<file path="config.mk">
export PLATFORM = sky130hd
export DESIGN_NAME = coil_stage_sequencer
export DESIGN_NICKNAME = d
export VERILOG_FILES = /design/src/hw/rtl/csq_pkg.sv /design/src/hw/rtl/coil_stage_sequencer.sv /design/src/hw/rtl/csq_step.sv
export SDC_FILE = /design/constraint.sdc
export NUM_CORES = 1
export LEC_CHECK = 0
export BUFFER_PORTS_ARGS = -buffer_cell sky130_fd_sc_hd__buf_2
export CORE_UTILIZATION = 35
export CTS_BUF_LIST = sky130_fd_sc_hd__clkbuf_8 sky130_fd_sc_hd__clkbuf_16
export DETAILED_ROUTE_END_ITERATION = 6
export GPL_TIMING_DRIVEN = 0
export MAX_ROUTING_LAYER = met4
export PLACE_DENSITY_LB_ADDON = 0.15
export SLEW_MARGIN = 20
export SYNTH_ARGS = -nofsm -noshare
export SYNTH_HDL_FRONTEND = slang
export SYNTH_HIERARCHICAL = 1
export SYNTH_SLANG_ARGS = --single-unit
</file>
<file path="constraint.sdc">
create_clock -name clk -period 5.73 [get_ports clk]
set_clock_uncertainty 0.15 [all_clocks]
set_input_delay 0.573 -clock clk [delete_from_list [all_inputs] [get_ports clk]]
set_output_delay 0.573 -clock clk [all_outputs]
set_load 0.01 [all_outputs]
</file>
<file path="src/hw/rtl/csq_pkg.sv">
// shared constants for the coil stage sequencer
package csq_pkg;

	// configuration register indexes and widths
	localparam int CFG_IDX_BITS = 1;
	localparam int CFG_DATA_BITS = 10;
	localparam int BIAS_BITS = 10;
	localparam int QUAL_BITS = 4;
	localparam int RUN_BITS = 4;

	localparam logic [CFG_IDX_BITS-1:0] REG_DROP_BIAS = 1'd0;
	localparam logic [CFG_IDX_BITS-1:0] REG_QUALIFY_COUNT = 1'd1;

	localparam logic [BIAS_BITS-1:0] DROP_BIAS_RESET = 10'd4;
	localparam logic [QUAL_BITS-1:0] QUALIFY_COUNT_RESET = 4'd3;

	// result field widths and the number of sensor ports
	localparam int COIL_OUT_BITS = 4;
	localparam int PHASE_OUT_BITS = 3;
	localparam int SENSOR_PORTS = 4;

endpackage

</file>
<file path="src/hw/rtl/coil_stage_sequencer.sv">
// top level of the coil stage sequencer
//
// usage:
//   input channel (in_valid / in_stall) carries one tick: switch_on and the four
//   gate sensor samples sense_a..sense_d. output channel (out_valid / out_stall)
//   returns one result per tick: coil_enable, ready_led and phase_now, showing
//   the state after that tick.
//   a tick is captured in the input register on its transfer; while held
//   there it is evaluated against the phase, run count and baselines and the
//   result lands in the output register once that register is free. one tick
//   is taken per cycle while the receiver does not stall; the rate is set by
//   the single compare and counter update between the two registers.
//   in_stall rises only while both the input register and the output register
//   hold data and the receiver stalls; then everything holds in place.
//   configuration (cfg_we, cfg_index, cfg_data) writes drop_bias or
//   qualify_count at once; write only while no tick is in flight.
//   reset (arst_n low) returns to idle, clears the run count, empties both
//   registers and restores drop_bias = 4, qualify_count = 3. baselines are
//   not cleared: they are always latched before any coil phase reads them.
module coil_stage_sequencer
	import csq_pkg::*;
#(
	parameter int SAMPLE_BITS = 10,
	parameter int COIL_COUNT = 4
) (
	input  logic                      clk,
	input  logic                      arst_n,
	// configuration write port
	input  logic                      cfg_we,
	input  logic [CFG_IDX_BITS-1:0]   cfg_index,
	input  logic [CFG_DATA_BITS-1:0]  cfg_data,
	// tick input
	input  logic                      in_valid,
	output logic                      in_stall,
	input  logic                      switch_on,
	input  logic [SAMPLE_BITS-1:0]    sense_a,
	input  logic [SAMPLE_BITS-1:0]    sense_b,
	input  logic [SAMPLE_BITS-1:0]    sense_c,
	input  logic [SAMPLE_BITS-1:0]    sense_d,
	// result output
	output logic                      out_valid,
	input  logic                      out_stall,
	output logic [COIL_OUT_BITS-1:0]  coil_enable,
	output logic                      ready_led,
	output logic [PHASE_OUT_BITS-1:0] phase_now
);

	// phase: 0 idle, 1..COIL_COUNT coil active, COIL_COUNT+1 release wait
	localparam int PH_W = $clog2(COIL_COUNT + 2);

	// configuration registers
	logic [BIAS_BITS-1:0] drop_bias_q;
	logic [QUAL_BITS-1:0] qualify_count_q;

	// input register
	logic                 valid_s1;
	logic                 switch_s1;
	logic [SENSOR_PORTS-1:0][SAMPLE_BITS-1:0] sense_s1;

	// sequencer state
	logic [PH_W-1:0]      phase_q;
	logic [RUN_BITS-1:0]  low_run_q;
	logic [COIL_COUNT-1:0][SAMPLE_BITS-1:0] baseline_q;

	logic [COIL_COUNT-1:0][SAMPLE_BITS-1:0] samples;
	logic [PH_W-1:0]      phase_nxt;
	logic [RUN_BITS-1:0]  low_run_nxt;
	logic                 latch_en;
	logic                 advance;
	logic                 in_take;
	logic [COIL_OUT_BITS-1:0] coils_nxt;
	logic [PH_W+PHASE_OUT_BITS-1:0] phase_ext;

	// handshake: the output register frees when empty or taken this cycle
	assign advance = valid_s1 && !(out_valid && out_stall);
	assign in_stall = valid_s1 && !advance;
	assign in_take = in_valid && !in_stall;

	always_ff @(posedge clk or negedge arst_n) begin
		if (!arst_n) begin
			drop_bias_q <= DROP_BIAS_RESET;
			qualify_count_q <= QUALIFY_COUNT_RESET;
		end else if (cfg_we) begin
			unique case (cfg_index)
				REG_DROP_BIAS:     drop_bias_q <= cfg_data[BIAS_BITS-1:0];
				REG_QUALIFY_COUNT: qualify_count_q <= cfg_data[QUAL_BITS-1:0];
				default: ;
			endcase
		end
	end

	// input register valid
	always_ff @(posedge clk or negedge arst_n) begin
		if (!arst_n) begin
			valid_s1 <= 1'b0;
		end else if (in_take) begin
			valid_s1 <= 1'b1;
		end else if (advance) begin
			valid_s1 <= 1'b0;
		end
	end

	// input payload, no reset
	always_ff @(posedge clk) begin
		if (in_take) begin
			switch_s1 <= switch_on;
			sense_s1 <= {sense_d, sense_c, sense_b, sense_a};
		end
	end

	// sensors past the fourth read as zero
	always_comb begin
		for (int k = 0; k < COIL_COUNT; k++) begin
			if (k < SENSOR_PORTS) begin
				samples[k] = sense_s1[k];
			end else begin
				samples[k] = '0;
			end
		end
	end

	csq_step #(
		.SAMPLE_BITS (SAMPLE_BITS),
		.COIL_COUNT  (COIL_COUNT),
		.PH_W        (PH_W)
	) u_step (
		.phase         (phase_q),
		.low_run       (low_run_q),
		.switch_on     (switch_s1),
		.samples       (samples),
		.baselines     (baseline_q),
		.drop_bias     (drop_bias_q),
		.qualify_count (qualify_count_q),
		.phase_nxt     (phase_nxt),
		.low_run_nxt   (low_run_nxt),
		.latch_en      (latch_en)
	);

	// phase and run count move only when a tick is evaluated
	always_ff @(posedge clk or negedge arst_n) begin
		if (!arst_n) begin
			phase_q <= '0;
			low_run_q <= '0;
		end else if (advance) begin
			phase_q <= phase_nxt;
			low_run_q <= low_run_nxt;
		end
	end

	// baselines latched on the press that leaves idle
	always_ff @(posedge clk) begin
		if (advance && latch_en) begin
			baseline_q <= samples;
		end
	end

	// one-hot coil drive from the new phase, low four bits only
	always_comb begin
		for (int j = 0; j < COIL_OUT_BITS; j++) begin
			coils_nxt[j] = (j < COIL_COUNT) && (phase_nxt == PH_W'(j + 1));
		end
	end

	assign phase_ext = {{PHASE_OUT_BITS{1'b0}}, phase_nxt};

	// output register
	always_ff @(posedge clk or negedge arst_n) begin
		if (!arst_n) begin
			out_valid <= 1'b0;
		end else if (advance) begin
			out_valid <= 1'b1;
		end else if (!out_stall) begin
			out_valid <= 1'b0;
		end
	end

	always_ff @(posedge clk) begin
		if (advance) begin
			coil_enable <= coils_nxt;
			ready_led <= (phase_nxt == '0);
			phase_now <= phase_ext[PHASE_OUT_BITS-1:0];
		end
	end

endmodule

</file>
<file path="src/hw/rtl/csq_step.sv">
// next-state logic: baseline latch, pass test, run count and phase advance
module csq_step
	import csq_pkg::*;
#(
	parameter int SAMPLE_BITS = 10,
	parameter int COIL_COUNT = 4,
	parameter int PH_W = 3
) (
	input  logic [PH_W-1:0]                           phase,
	input  logic [RUN_BITS-1:0]                       low_run,
	input  logic                                      switch_on,
	input  logic [COIL_COUNT-1:0][SAMPLE_BITS-1:0]    samples,
	input  logic [COIL_COUNT-1:0][SAMPLE_BITS-1:0]    baselines,
	input  logic [BIAS_BITS-1:0]                      drop_bias,
	input  logic [QUAL_BITS-1:0]                      qualify_count,
	output logic [PH_W-1:0]                           phase_nxt,
	output logic [RUN_BITS-1:0]                       low_run_nxt,
	output logic                                      latch_en
);

	localparam int CMP_W = ((SAMPLE_BITS > BIAS_BITS) ? SAMPLE_BITS : BIAS_BITS) + 1;
	localparam logic [PH_W-1:0] PH_IDLE = '0;

	logic [SAMPLE_BITS-1:0] sel_sample;
	logic [SAMPLE_BITS-1:0] sel_base;
	logic                   in_coil;
	logic                   pass;
	logic [CMP_W-1:0]       sum;
	logic [RUN_BITS:0]      run;
	logic [QUAL_BITS-1:0]   need;

	// pick the sensor and baseline of the active coil
	always_comb begin
		sel_sample = '0;
		sel_base = '0;
		for (int k = 0; k < COIL_COUNT; k++) begin
			if (phase == PH_W'(k + 1)) begin
				sel_sample = sel_sample | samples[k];
				sel_base = sel_base | baselines[k];
			end
		end
	end

	assign in_coil = (phase != PH_IDLE) && (phase <= PH_W'(COIL_COUNT));
	assign sum = CMP_W'(sel_sample) + CMP_W'(drop_bias);
	assign pass = sum <= CMP_W'(sel_base);
	assign run = {1'b0, low_run} + (RUN_BITS+1)'(1);
	assign need = (qualify_count == '0) ? QUAL_BITS'(1) : qualify_count;

	always_comb begin
		phase_nxt = phase;
		low_run_nxt = low_run;
		latch_en = 1'b0;
		if (phase == PH_IDLE) begin
			if (switch_on) begin
				latch_en = 1'b1;
				phase_nxt = PH_W'(1);
				low_run_nxt = '0;
			end
		end else if (in_coil) begin
			if (pass) begin
				if (run >= (RUN_BITS+1)'(need)) begin
					phase_nxt = phase + PH_W'(1);
					low_run_nxt = '0;
				end else begin
					// saturate the run count
					low_run_nxt = run[RUN_BITS] ? '1 : run[RUN_BITS-1:0];
				end
			end else begin
				low_run_nxt = '0;
			end
		end else begin
			// release wait
			if (!switch_on) begin
				phase_nxt = PH_IDLE;
				low_run_nxt = '0;
			end
		end
	end

endmodule

</file>
==> results_dict.tcl, run 1 <==
set metrics [dict create \
    gp_congestion 0.782 \
    synth_edf_count 89 \
    tns_ps 0 \
    crit_fanout 10 \
    diodes 0 \
    clk_path_buf_depth 2 \
    die-area_sq_um 14800 \
    drv_cap 0 \
    finalCriticalPeriod_ps 5470 \
    design_area_sq_um 6000 \
    clock_latency_ps 360 \
    final_core_util 0.431 \
    syn_avg_cell_area_sq_um 15.0 \
    grt.met3_usage 0.0482 \
    path_class "flip-flop to flip-flop" \
    route.detailed.drc 0 \
    start_util 0.359 \
    yosysUniqueCellTypes 46 \
    wl_per_cell_um 17.2 \
    r2r_end "coil_enable[3]$_DFFE_PP_" \
    slew_violations 0 \
    tightestPinTransition_ps 978 \
    cts_buffers 9 \
    ant_nets 0 \
    finalHoldViolations 0 \
    synthArstFlopShare 0.205 \
    dieHeight_um 122 \
    period_share 0.954 \
    drtPass1Iterations 4 \
    core.rowCount 43 \
    critPathCaptureType "flip-flop" \
    die_w_um 122 \
    p_per_area_nw_per_um2 490 \
    nets 506 \
    total_power_uw 2940 \
    r2r_setup_slack_ps 260 \
    vias 3009 \
    synth_top_area_share 0.534 \
    grt_antenna_before_repair 0 \
    synth_flop_cell "edfxtp_1" \
    numPortBuffers 66 \
    start_kind "flip-flop" \
    wl_mm 10.3 \
    synth_cells 334 \
    dpl_cell_area_sq_um 5580 \
    grt_max_degree 41 \
    area_growth_pct 19.9 \
    synth_seq_cells 112 \
    htreeDepth 3 \
    syn_nets 426 \
    critPathArrivalTime_ps 5420 \
    post-place-cells 581 \
    busiest_layer "met2" \
    synth-seq-area-share 0.650 \
    syn_area_sq_um 5010 \
    grt_pass1_wl_mm 16.5 \
    reg2reg_depth 22 \
    ys_top_cells_by_area "edfxtp_1 (53%), dfrtp_1 (10%), ha_1 (8.5%)" \
    via_per_inst 5.02 \
    synth_warnings 6 \
    root_buffer "clkbuf_16" \
    fmax_mhz 183 \
    drive_above_1_share 0.317 \
    dp_hpwl_mm 7.11 \
    overflow 0 \
    cts_tree "done" \
    first_global_vias 3111 \
    stdcell_count 599 \
    required_ps 5680 \
    hold_path_class "input port to asynchronous set/reset pin" \
    power_leakage_uw 0.00244 \
    clk_pin_slew_ps 70 \
    worst_ir_drop_vdd_mv 0.236 \
    grtUsageTotal 0.159 \
    initialDrtViolationCount 194 \
    use_met1 0.193 \
    met2_usage 0.254 \
    cts.sinks 112 \
    reg2reg_from "phase_q[0]$_DFFE_PN0P_" \
    coreArea_sq_um 13900 \
    status "completed" \
    synth_top_cell_by_area "edfxtp_1" \
    relSlewSlack 0.348 \
    setup_viol 0 \
    io_pins 67 \
]
[worst max-delay path by stage]
stage	depth (start not counted)	slack (ps)	from	to
2_1_floorplan	23	440	phase_q[0]$_DFFE_PN0P_	coil_enable[2]$_DFFE_PP_
3_3_place_gp	23	-400	phase_q[0]$_DFFE_PN0P_	coil_enable[3]$_DFFE_PP_
3_5_place_dp	23	-450	phase_q[0]$_DFFE_PN0P_	coil_enable[0]$_DFFE_PP_
4_1_cts	22	4	phase_q[0]$_DFFE_PN0P_	coil_enable[1]$_DFFE_PP_
5_1_grt	22	-10	phase_q[0]$_DFFE_PN0P_	coil_enable[3]$_DFFE_PP_
6_report	22	260	phase_q[0]$_DFFE_PN0P_	coil_enable[3]$_DFFE_PP_
[flip-flops by register name, summed over array words and instances (netlist names)]
name / count
drop_bias_q: 10
qualify_count_q: 4
switch_s1: 1
out_valid: 1
phase_q: 3
baseline_q: 40
valid_s1: 1
ready_led: 1
phase_now: 3
low_run_q: 4
coil_enable: 4
samples: 40
[cells by family after synthesis]
| logic type | Yosys count | share of synthesized area |
|---|---|---|
| mux | 21 | 0.0472 |
| simple gates | 63 | 0.0607 |
| flops | 112 | 0.650 |
| compound gates | 72 | 0.119 |
| buf+inv | 21 | 0.0165 |
| fa+ha+maj | 35 | 0.0890 |
| xor+xnor | 10 | 0.0175 |
[layout by cell type, fill, tap and decap left out, types with 5 or more instances in the layout]
cell / n
a221oi_1: 9
a222oi_1: 11
xor2_1: 5
xnor2_1: 5
a22o_1: 9
ha_1: 33
edfxtp_1: 89
mux2_2: 21
clkbuf_16: 9
nand2_1: 32
nor2_1: 5
a21oi_1: 8
buf_2: 68
a21o_1: 5
dfrtp_1: 18
nand3_1: 6
inv_1: 12
[metal layers]
metal | vias up | wire [um] | share of wire
met3 | 11 | 576 | 0.056
met2 | 74 | 5110 | 0.50
li1 | 1466 | - | -
met4 | 0 | 117 | 0.011
met1 | 1458 | 4500 | 0.44
met5 | - | 0 | 0
[cell type report]
cell class	instances	area, sq um
Buffer	8	45.0
Clock buffer	9	225
Clock inverter	7	128
Fill cell	1268	7930
Inverter	12	45.0
Multi-Input combinational cell	201	1710
Sequential cell	112	3250
Tap cell	180	225
Timing Repair Buffer	70	373
[worst max-delay path, stage by stage, from the launching register on]
cell and delay (ps):
dfrtp_2 450, ha_1 210, ha_1 210, buf_6 170
a222oi_1 350, nand2_1 180, ha_1 320, a21o_1 170
a21oi_2 150, o21bai_1 110, a41o_1 230, a21o_1 200
a21oi_2 150, xnor2_1 130, ha_1 290, a211oi_2 190
nand2_1 60, o311a_1 330, a311oi_4 360, nand2_4 110
a31o_1 250, a21o_1 260, nor3b_1 170
[metrics by stage]
| step | hold slack (ps) | setup slack [ps] |
|---|---|---|
| after floorplan | 127 | 444 |
| after global routing | 87.1 | -14.8 |
| after CTS | 49.3 | 3.59 |
| after detailed placement | 284 | -445 |
| final | 38.1 | 263 |
| after global placement | 285 | -401 |
[Yosys cell counts (2+ instances only)]
| cell | number |
|---|---|
| a21o_1 | 5 |
| a32o_1 | 3 |
| and2_1 | 2 |
| dfstp_2 | 3 |
| nand4_1 | 2 |
| nor3b_1 | 3 |
| xnor2_1 | 5 |
| nor3_1 | 3 |
| nand3_1 | 6 |
| inv_1 | 12 |
| nand2b_1 | 2 |
| nor2_1 | 5 |
| nor2b_1 | 3 |
| o21ai_0 | 4 |
| edfxtp_1 | 89 |
| o21ai_1 | 3 |
| a31o_2 | 2 |
| a21oi_1 | 11 |
| nand2_1 | 32 |
| dfrtp_1 | 20 |
| a221oi_1 | 9 |
| mux2_2 | 21 |
| a222oi_1 | 11 |
| xor2_1 | 5 |
| ha_1 | 34 |
| o21bai_1 | 3 |
| a22o_1 | 10 |
| clkbuf_1 | 8 |
[timing repair]
| item | CTS | global route |
|---|---|---|
| hold buffers | 0 | 0 |
| gates resized for setup | 8 | 11 |
| endpoints found under the setup margin | 11 | 11 |
| pin swaps | 2 | 7 |
| cloned | 0 | 0 |
| buffers inserted | 1 | 2 |
[where the power goes]
part,internal [uW],switching (uW)
sequential,988,46.4
combinational,519,662
clock,433,295
Power figures use the tool's default switching activity.
==> run 2: changes to the inputs <==
--- a/config.mk
+++ b/config.mk
@@ -12,6 +12,7 @@
 export GPL_TIMING_DRIVEN = 0
 export MAX_ROUTING_LAYER = met4
 export PLACE_DENSITY_LB_ADDON = 0.15
+export SETUP_SLACK_MARGIN = 0.4
 export SLEW_MARGIN = 20
 export SYNTH_ARGS = -nofsm -noshare
 export SYNTH_HDL_FRONTEND = slang
==> run 2 against run 1 <==
  * Sequential share of layout area decreased by 2.3 points
  * Maximum frequency increased by 3.6%
  * Wire length increased by 4.2%
  * Via count is 2.5% higher
  * Sequential cell count stayed put
  * Combinational power up 13%
  * Clock power about the same
  * Largest power group unchanged
  * First-iteration DRC count increased by 2.1%
  * Die area is the same
  * Final area grew 4.4%
  * Hold slack worse by 1.7 ps
  * Register-to-register slack improved by 190 ps
==> results_dict.tcl, run 2 (synthesis results as in run 1) <==
set metrics [dict create \
    status "completed" \
    reg2reg_depth 23 \
    ant_nets 0 \
    fmax_mhz 189 \
    area_growth_pct 25.1 \
    htreeDepth 3 \
    critPathCaptureType "flip-flop" \
    drtPass1Iterations 4 \
    highest_layer "met4" \
    diodes 0 \
    wl_per_cell_um 17.5 \
    drive_above_1_share 0.369 \
    dpl_cell_area_sq_um 5580 \
    core.rowCount 43 \
    grtUsageTotal 0.164 \
    die_w_um 122 \
    coreArea_sq_um 13900 \
    dp_hpwl_mm 7.11 \
    start_util 0.359 \
    grt_antenna_before_repair 0 \
    period_share 0.921 \
    route.detailed.drc 0 \
    crit_end "coil_enable[2]$_DFFE_PP_" \
    drv_cap 0 \
    clk_pin_slew_ps 70 \
    crit_fanout 7 \
    grt_max_degree 41 \
    met3WireLength_um 649 \
    tightestPinTransition_ps 995 \
    path_class "flip-flop to flip-flop" \
    nets 521 \
    setup_viol 0 \
    rsz0062_at_grt "yes" \
    cts_tree "done" \
    relSlewSlack 0.337 \
    finalCriticalPeriod_ps 5280 \
    clock_latency_ps 360 \
    reg2reg_from "phase_q[0]$_DFFE_PN0P_" \
    final_common_cell "edfxtp_1" \
    whs_ps 36.4 \
    via_per_inst 5.02 \
    initialDrtViolationCount 198 \
    r2r_setup_slack_ps 450 \
    design_area_sq_um 6260 \
    cts.sinks 112 \
    dieHeight_um 122 \
    finalHoldViolations 0 \
    die-area_sq_um 14800 \
    critPathArrivalTime_ps 5250 \
    hold_path_class "input port to asynchronous set/reset pin" \
    r2r_end "coil_enable[2]$_DFFE_PP_" \
    numPortBuffers 66 \
    setup.worst_path.start "phase_q[0]$_DFFE_PN0P_" \
    clk_path_buf_depth 2 \
    layout_common_cells "edfxtp_1 (89), buf_2 (66), nand2_1 (32)" \
    wl_mm 10.7 \
    wl_met2_mm 5.36 \
    grt_pass1_wl_mm 16.9 \
    worst_ir_drop_vdd_mv 0.237 \
    p_per_area_nw_per_um2 495 \
    cts_buffers 9 \
    first_global_vias 3191 \
    hold_buffers 0 \
    vias 3085 \
    required_ps 5700 \
    io_pins 67 \
    power_leakage_uw 0.00254 \
    overflow 0 \
    slew_violations 0 \
    met1Wirelength_mm 4.55 \
    gp_congestion 0.782 \
    root_buffer "clkbuf_16" \
    start_kind "flip-flop" \
]
[run 2: changes by cell type in the layout (fill, tap and decap cells not counted), sizes merged]
cell,before,now
buf,74,88
clkbuf,13,14
[run 2: worst min-delay path by stage]
| stage | start | end | slack [ps] | cells after the start |
|---|---|---|---|---|
| after floorplan | arst_n | drop_bias_q[0]$_DFFE_PN0P_ | 130 | 0 |
| after global placement | samples[36]$_DFFE_PP_ | baseline_q[36]$_DFFE_PP_ | 280 | 0 |
| after detailed placement | samples[26]$_DFFE_PP_ | baseline_q[26]$_DFFE_PP_ | 280 | 0 |
| after CTS | arst_n | qualify_count_q[2]$_DFFE_PN0P_ | 50 | 1 |
| after global routing | arst_n | low_run_q[0]$_DFFE_PN0P_ | 90 | 1 |
| final | arst_n | qualify_count_q[2]$_DFFE_PN0P_ | 40 | 1 |
[run 2: cell type report]
| class | instances | area, sq um |
|---|---|---|
| inverter | 12 | 47.5 |
| clock inverter | 7 | 128 |
| buffer | 9 | 76.3 |
| timing repair buffer | 84 | 494 |
| tap | 180 | 225 |
| clock buffer | 9 | 225 |
| multi-input combinational | 201 | 1810 |
| sequential | 112 | 3250 |
| fill | 1255 | 7670 |
[run 2: worst max-delay path, cell delays in order, from the launching register on]
cell and delay [ps]:
dfrtp_2 460, inv_4 80, ha_4 170, ha_4 160, buf_8 130, a222oi_1 280, nand2_1 160, ha_1 310
a21o_1 170, a21oi_2 150, o21bai_1 130, a41o_1 220, a21o_1 200, a21oi_2 140, xnor2_1 130, ha_1 290
a211oi_2 190, nand2_1 60, o311a_1 340, a311oi_4 310, nand2_4 110, a31o_4 260, a22o_4 250, and3b_1 160
[run 2: stage by stage]
step / utilization / setup TNS [ps] / power [uW] / std cells / setup slack [ps]
2_1_floorplan: - / 0 / 1880 / 334 / 444
3_3_place_gp: 0.399 / -3690 / 2150 / 580 / -401
3_5_place_dp: 0.401 / -4020 / 2170 / 581 / -445
4_1_cts: 0.439 / 0 / 3010 / 610 / 400
5_1_grt: 0.450 / 0 / 3310 / 614 / 211
6_report: 0.450 / 0 / 3100 / 614 / 451
[run 2: where the power goes]
part / switching, uW / internal [uW]
combinational: 715 / 616
sequential: 50.8 / 988
clock: 297 / 433
[run 2: timing repair]
action | 4_1_cts | 5_1_grt
endpoints found under the setup margin | 15 | 11
endpoints found under the hold margin | 0 | 0
buffers inserted | 13 | 4
gates resized for setup | 21 | 25
pin swaps | 11 | 3
[run 2: routing by layer]
layer	vias up	global-route usage
met1	1495	0.198
met2	83	0.265
met3	13	0.0454
li1	1494	-
met5	-	-
met4	0	0.0556
==> run 3: changes to the inputs <==
--- a/config.mk
+++ b/config.mk
@@ -5,6 +5,7 @@
 export SDC_FILE = /design/constraint.sdc
 export NUM_CORES = 1
 export LEC_CHECK = 0
+export ABC_AREA = 1
 export BUFFER_PORTS_ARGS = -buffer_cell sky130_fd_sc_hd__buf_2
 export CORE_UTILIZATION = 35
 export CTS_BUF_LIST = sky130_fd_sc_hd__clkbuf_8 sky130_fd_sc_hd__clkbuf_16
==> run 3 against run 2 <==
  * Worst setup slack better by 280 ps
  * Largest cell class unchanged
  * Hold slack better by 8.6 ps
  * Global-route usage is 1.2 points lower
  * Register-to-register slack better by 280 ps
  * Sequential cell count stayed put
  * Sequential power hardly changed
  * Clock power is 18% lower
  * Power is 12% lower
  * Final area hardly changed
  * Core utilization is 2.5 points lower
  * Sequential share of layout area hardly changed
==> results_dict.tcl, run 3 <==
set metrics [dict create \
    status "completed" \
    critPathArrivalTime_ps 4950 \
    start_kind "flip-flop" \
    vias 3663 \
    grtUsageTotal 0.152 \
    internal_power_uw 1710 \
    grt_antenna_before_repair 0 \
    cts_tree "done" \
    initialDrtViolationCount 262 \
    path_class "flip-flop to flip-flop" \
    setup.worst_path.start "phase_q[1]$_DFFE_PN0P_" \
    cts.sinks 112 \
    synth_top_cell_by_area "edfxtp_1" \
    reg2reg_from "phase_q[1]$_DFFE_PN0P_" \
    clock_latency_ps 350 \
    synth-seq-area-share 0.605 \
    syn_avg_cell_area_sq_um 10.9 \
    hold_path_class "input port to asynchronous set/reset pin" \
    setup_viol 0 \
    overflow 0 \
    layout_common_cells "nand2_1 (167), edfxtp_1 (89), buf_2 (68)" \
    cts_buffers 9 \
    finalWorstSetupSlack_ps 730 \
    diodes 0 \
    slew_violations 0 \
    pwr-share-comb 0.387 \
    crit_fanout 10 \
    die_w_um 126 \
    first_global_vias 3698 \
    yosysUniqueCellTypes 38 \
    finalCriticalPeriod_ps 5000 \
    p_per_area_nw_per_um2 435 \
    ys_top_cells_by_area "edfxtp_1 (50%), nand2_1 (12%), dfrtp_1 (9.3%)" \
    drtPass1Iterations 4 \
    grt_max_degree 39 \
    htreeDepth 3 \
    syn_area_sq_um 5370 \
    switching_share 0.371 \
    synth_common_cells "nand2_1 (167), edfxtp_1 (89), inv_1 (39), ha_1 (34), nand3_1 (23)" \
    total_power_uw 2720 \
    synth_edf_count 89 \
    synth_cells 494 \
    post_cts_buffers 0 \
    route.detailed.drc 0 \
    pre_cts_ws_ps 200 \
    reg2reg_depth 25 \
    power.switching_uw 1010 \
    numPortBuffers 64 \
    wl_per_cell_um 14.3 \
    gp_congestion 0.836 \
    r2r_setup_slack_ps 730 \
    tightestPinTransition_ps 750 \
    r2r_end "coil_enable[3]$_DFFE_PP_" \
    drv_cap 0 \
    relSlewSlack 0.500 \
    start_util 0.364 \
    required_ps 5680 \
    wl_mm 10.9 \
    drive_above_1_share 0.198 \
    clk_path_buf_depth 2 \
    coreArea_sq_um 14800 \
    grt_pass1_wl_mm 18.0 \
    cts-resized-gates 1 \
    crit_end "coil_enable[3]$_DFFE_PP_" \
    worst_ir_drop_vdd_mv 0.195 \
    finalHoldViolations 0 \
    power_leakage_uw 0.00276 \
    synth_most_common_cell "nand2_1" \
    hold_buffers 0 \
    die-area_sq_um 15900 \
    synth_seq_cells 112 \
    synth_warnings 6 \
    dieHeight_um 126 \
    period_share 0.873 \
    io_pins 67 \
    p_seq_frac 0.394 \
    core.rowCount 44 \
    whs_ps 45.0 \
    rsz0062_at_grt "no" \
    synth_flop_cell "edfxtp_1" \
    ant_nets 0 \
    fillers 1404 \
    via_per_inst 4.83 \
    nets 663 \
    fmax_mhz 200 \
    dpl_cell_area_sq_um 5970 \
    clockPowerShare 0.219 \
    final_common_cell "nand2_1" \
    synthArstFlopShare 0.205 \
    area_growth_pct 16.5 \
    root_buffer "clkbuf_16" \
    syn_nets 586 \
    synth_top_area_share 0.497 \
    tns_ps 0 \
    critPathCaptureType "flip-flop" \
    clk_pin_slew_ps 70 \
    design_area_sq_um 6260 \
    dp_hpwl_mm 7.99 \
]
run 3: cell count changes after synthesis, sizes merged, moves of 7 or more:
cell | before | now
mux2 | 21 | 0
nand4 | 2 | 16
nand2 | 33 | 173
nand3 | 6 | 25
a222oi | 11 | 0
inv | 12 | 43
nor2 | 5 | 12
run 3: power by group through the flow:
stage | Sequential [uW] | Combinational [uW] | Clock [uW]
global route | 1080 | 1230 | 642
detailed placement | 1090 | 1060 | 0
CTS | 1070 | 1070 | 614
finish | 1070 | 1050 | 596
global placement | 1090 | 1030 | 0
floorplan | 1090 | 764 | 0
run 3: layout make-up:
class	instances	area, sq um	share of cell area
tap	184	230	0.0368
sequential	112	3250	0.520
multi-input combinational	327	1900	0.304
inverter	44	170	0.0272
clock buffer	9	225	0.0360
clock inverter	6	51.3	0.00819
buffer	11	66.3	0.0106
timing repair buffer	66	360	0.0575
run 3: metrics by stage:
step            util  std cells
2_1_floorplan      -        494
3_3_place_gp   0.402        742
3_5_place_dp   0.405        744
4_1_cts        0.424        759
5_1_grt        0.424        759
6_report       0.424        759
run 3: per-layer routing:
| metal | up-vias | wire length, um | global-route usage |
|---|---|---|---|
| met4 | 0 | 200 | 0.0553 |
| li1 | 1859 | - | - |
| met1 | 1715 | 5220 | 0.194 |
| met5 | - | 0 | - |
| met3 | 13 | 481 | 0.0382 |
| met2 | 76 | 4980 | 0.234 |
run 3: cells by family (layout without fill, tap and decap cells):
logic type	after synthesis	after routing	share of synthesized area
compound gates	48	48	0.0603
xor+xnor	10	10	0.0163
fa+ha+maj	35	35	0.0829
buf+inv	55	136	0.0431
flops	112	112	0.605
simple gates	234	234	0.192
run 3: how the worst min path moves through the flow:
stage | slack (ps) | endpoint | startpoint
6_report | 40 | low_run_q[1]$_DFFE_PN0P_ | arst_n
5_1_grt | 80 | valid_s1$_DFFE_PN0P_ | arst_n
4_1_cts | 50 | low_run_q[1]$_DFFE_PN0P_ | arst_n
3_5_place_dp | 280 | baseline_q[4]$_DFFE_PP_ | samples[4]$_DFFE_PP_
3_3_place_gp | 290 | baseline_q[34]$_DFFE_PP_ | samples[34]$_DFFE_PP_
2_1_floorplan | 130 | drop_bias_q[0]$_DFFE_PN0P_ | arst_n
run 3: critical path, stage by stage, from the launching register on:
cell and delay [ps]:
dfrtp_2 450, inv_1 90, ha_1 200, ha_1 230
clkbuf_2 240, clkbuf_4 280, nand2_1 90, nand4_1 140
ha_1 390, a21oi_2 180, inv_1 60, a31oi_2 200
o21ai_1 130, a31oi_1 190, xor2_1 170, ha_1 260
a21o_1 190, a21oi_1 160, nand2_1 80, nand2_1 140
nand3_1 140, o21ai_1 140, nand2_1 70, nand2_1 60
nand2_1 150, nor3b_1 190
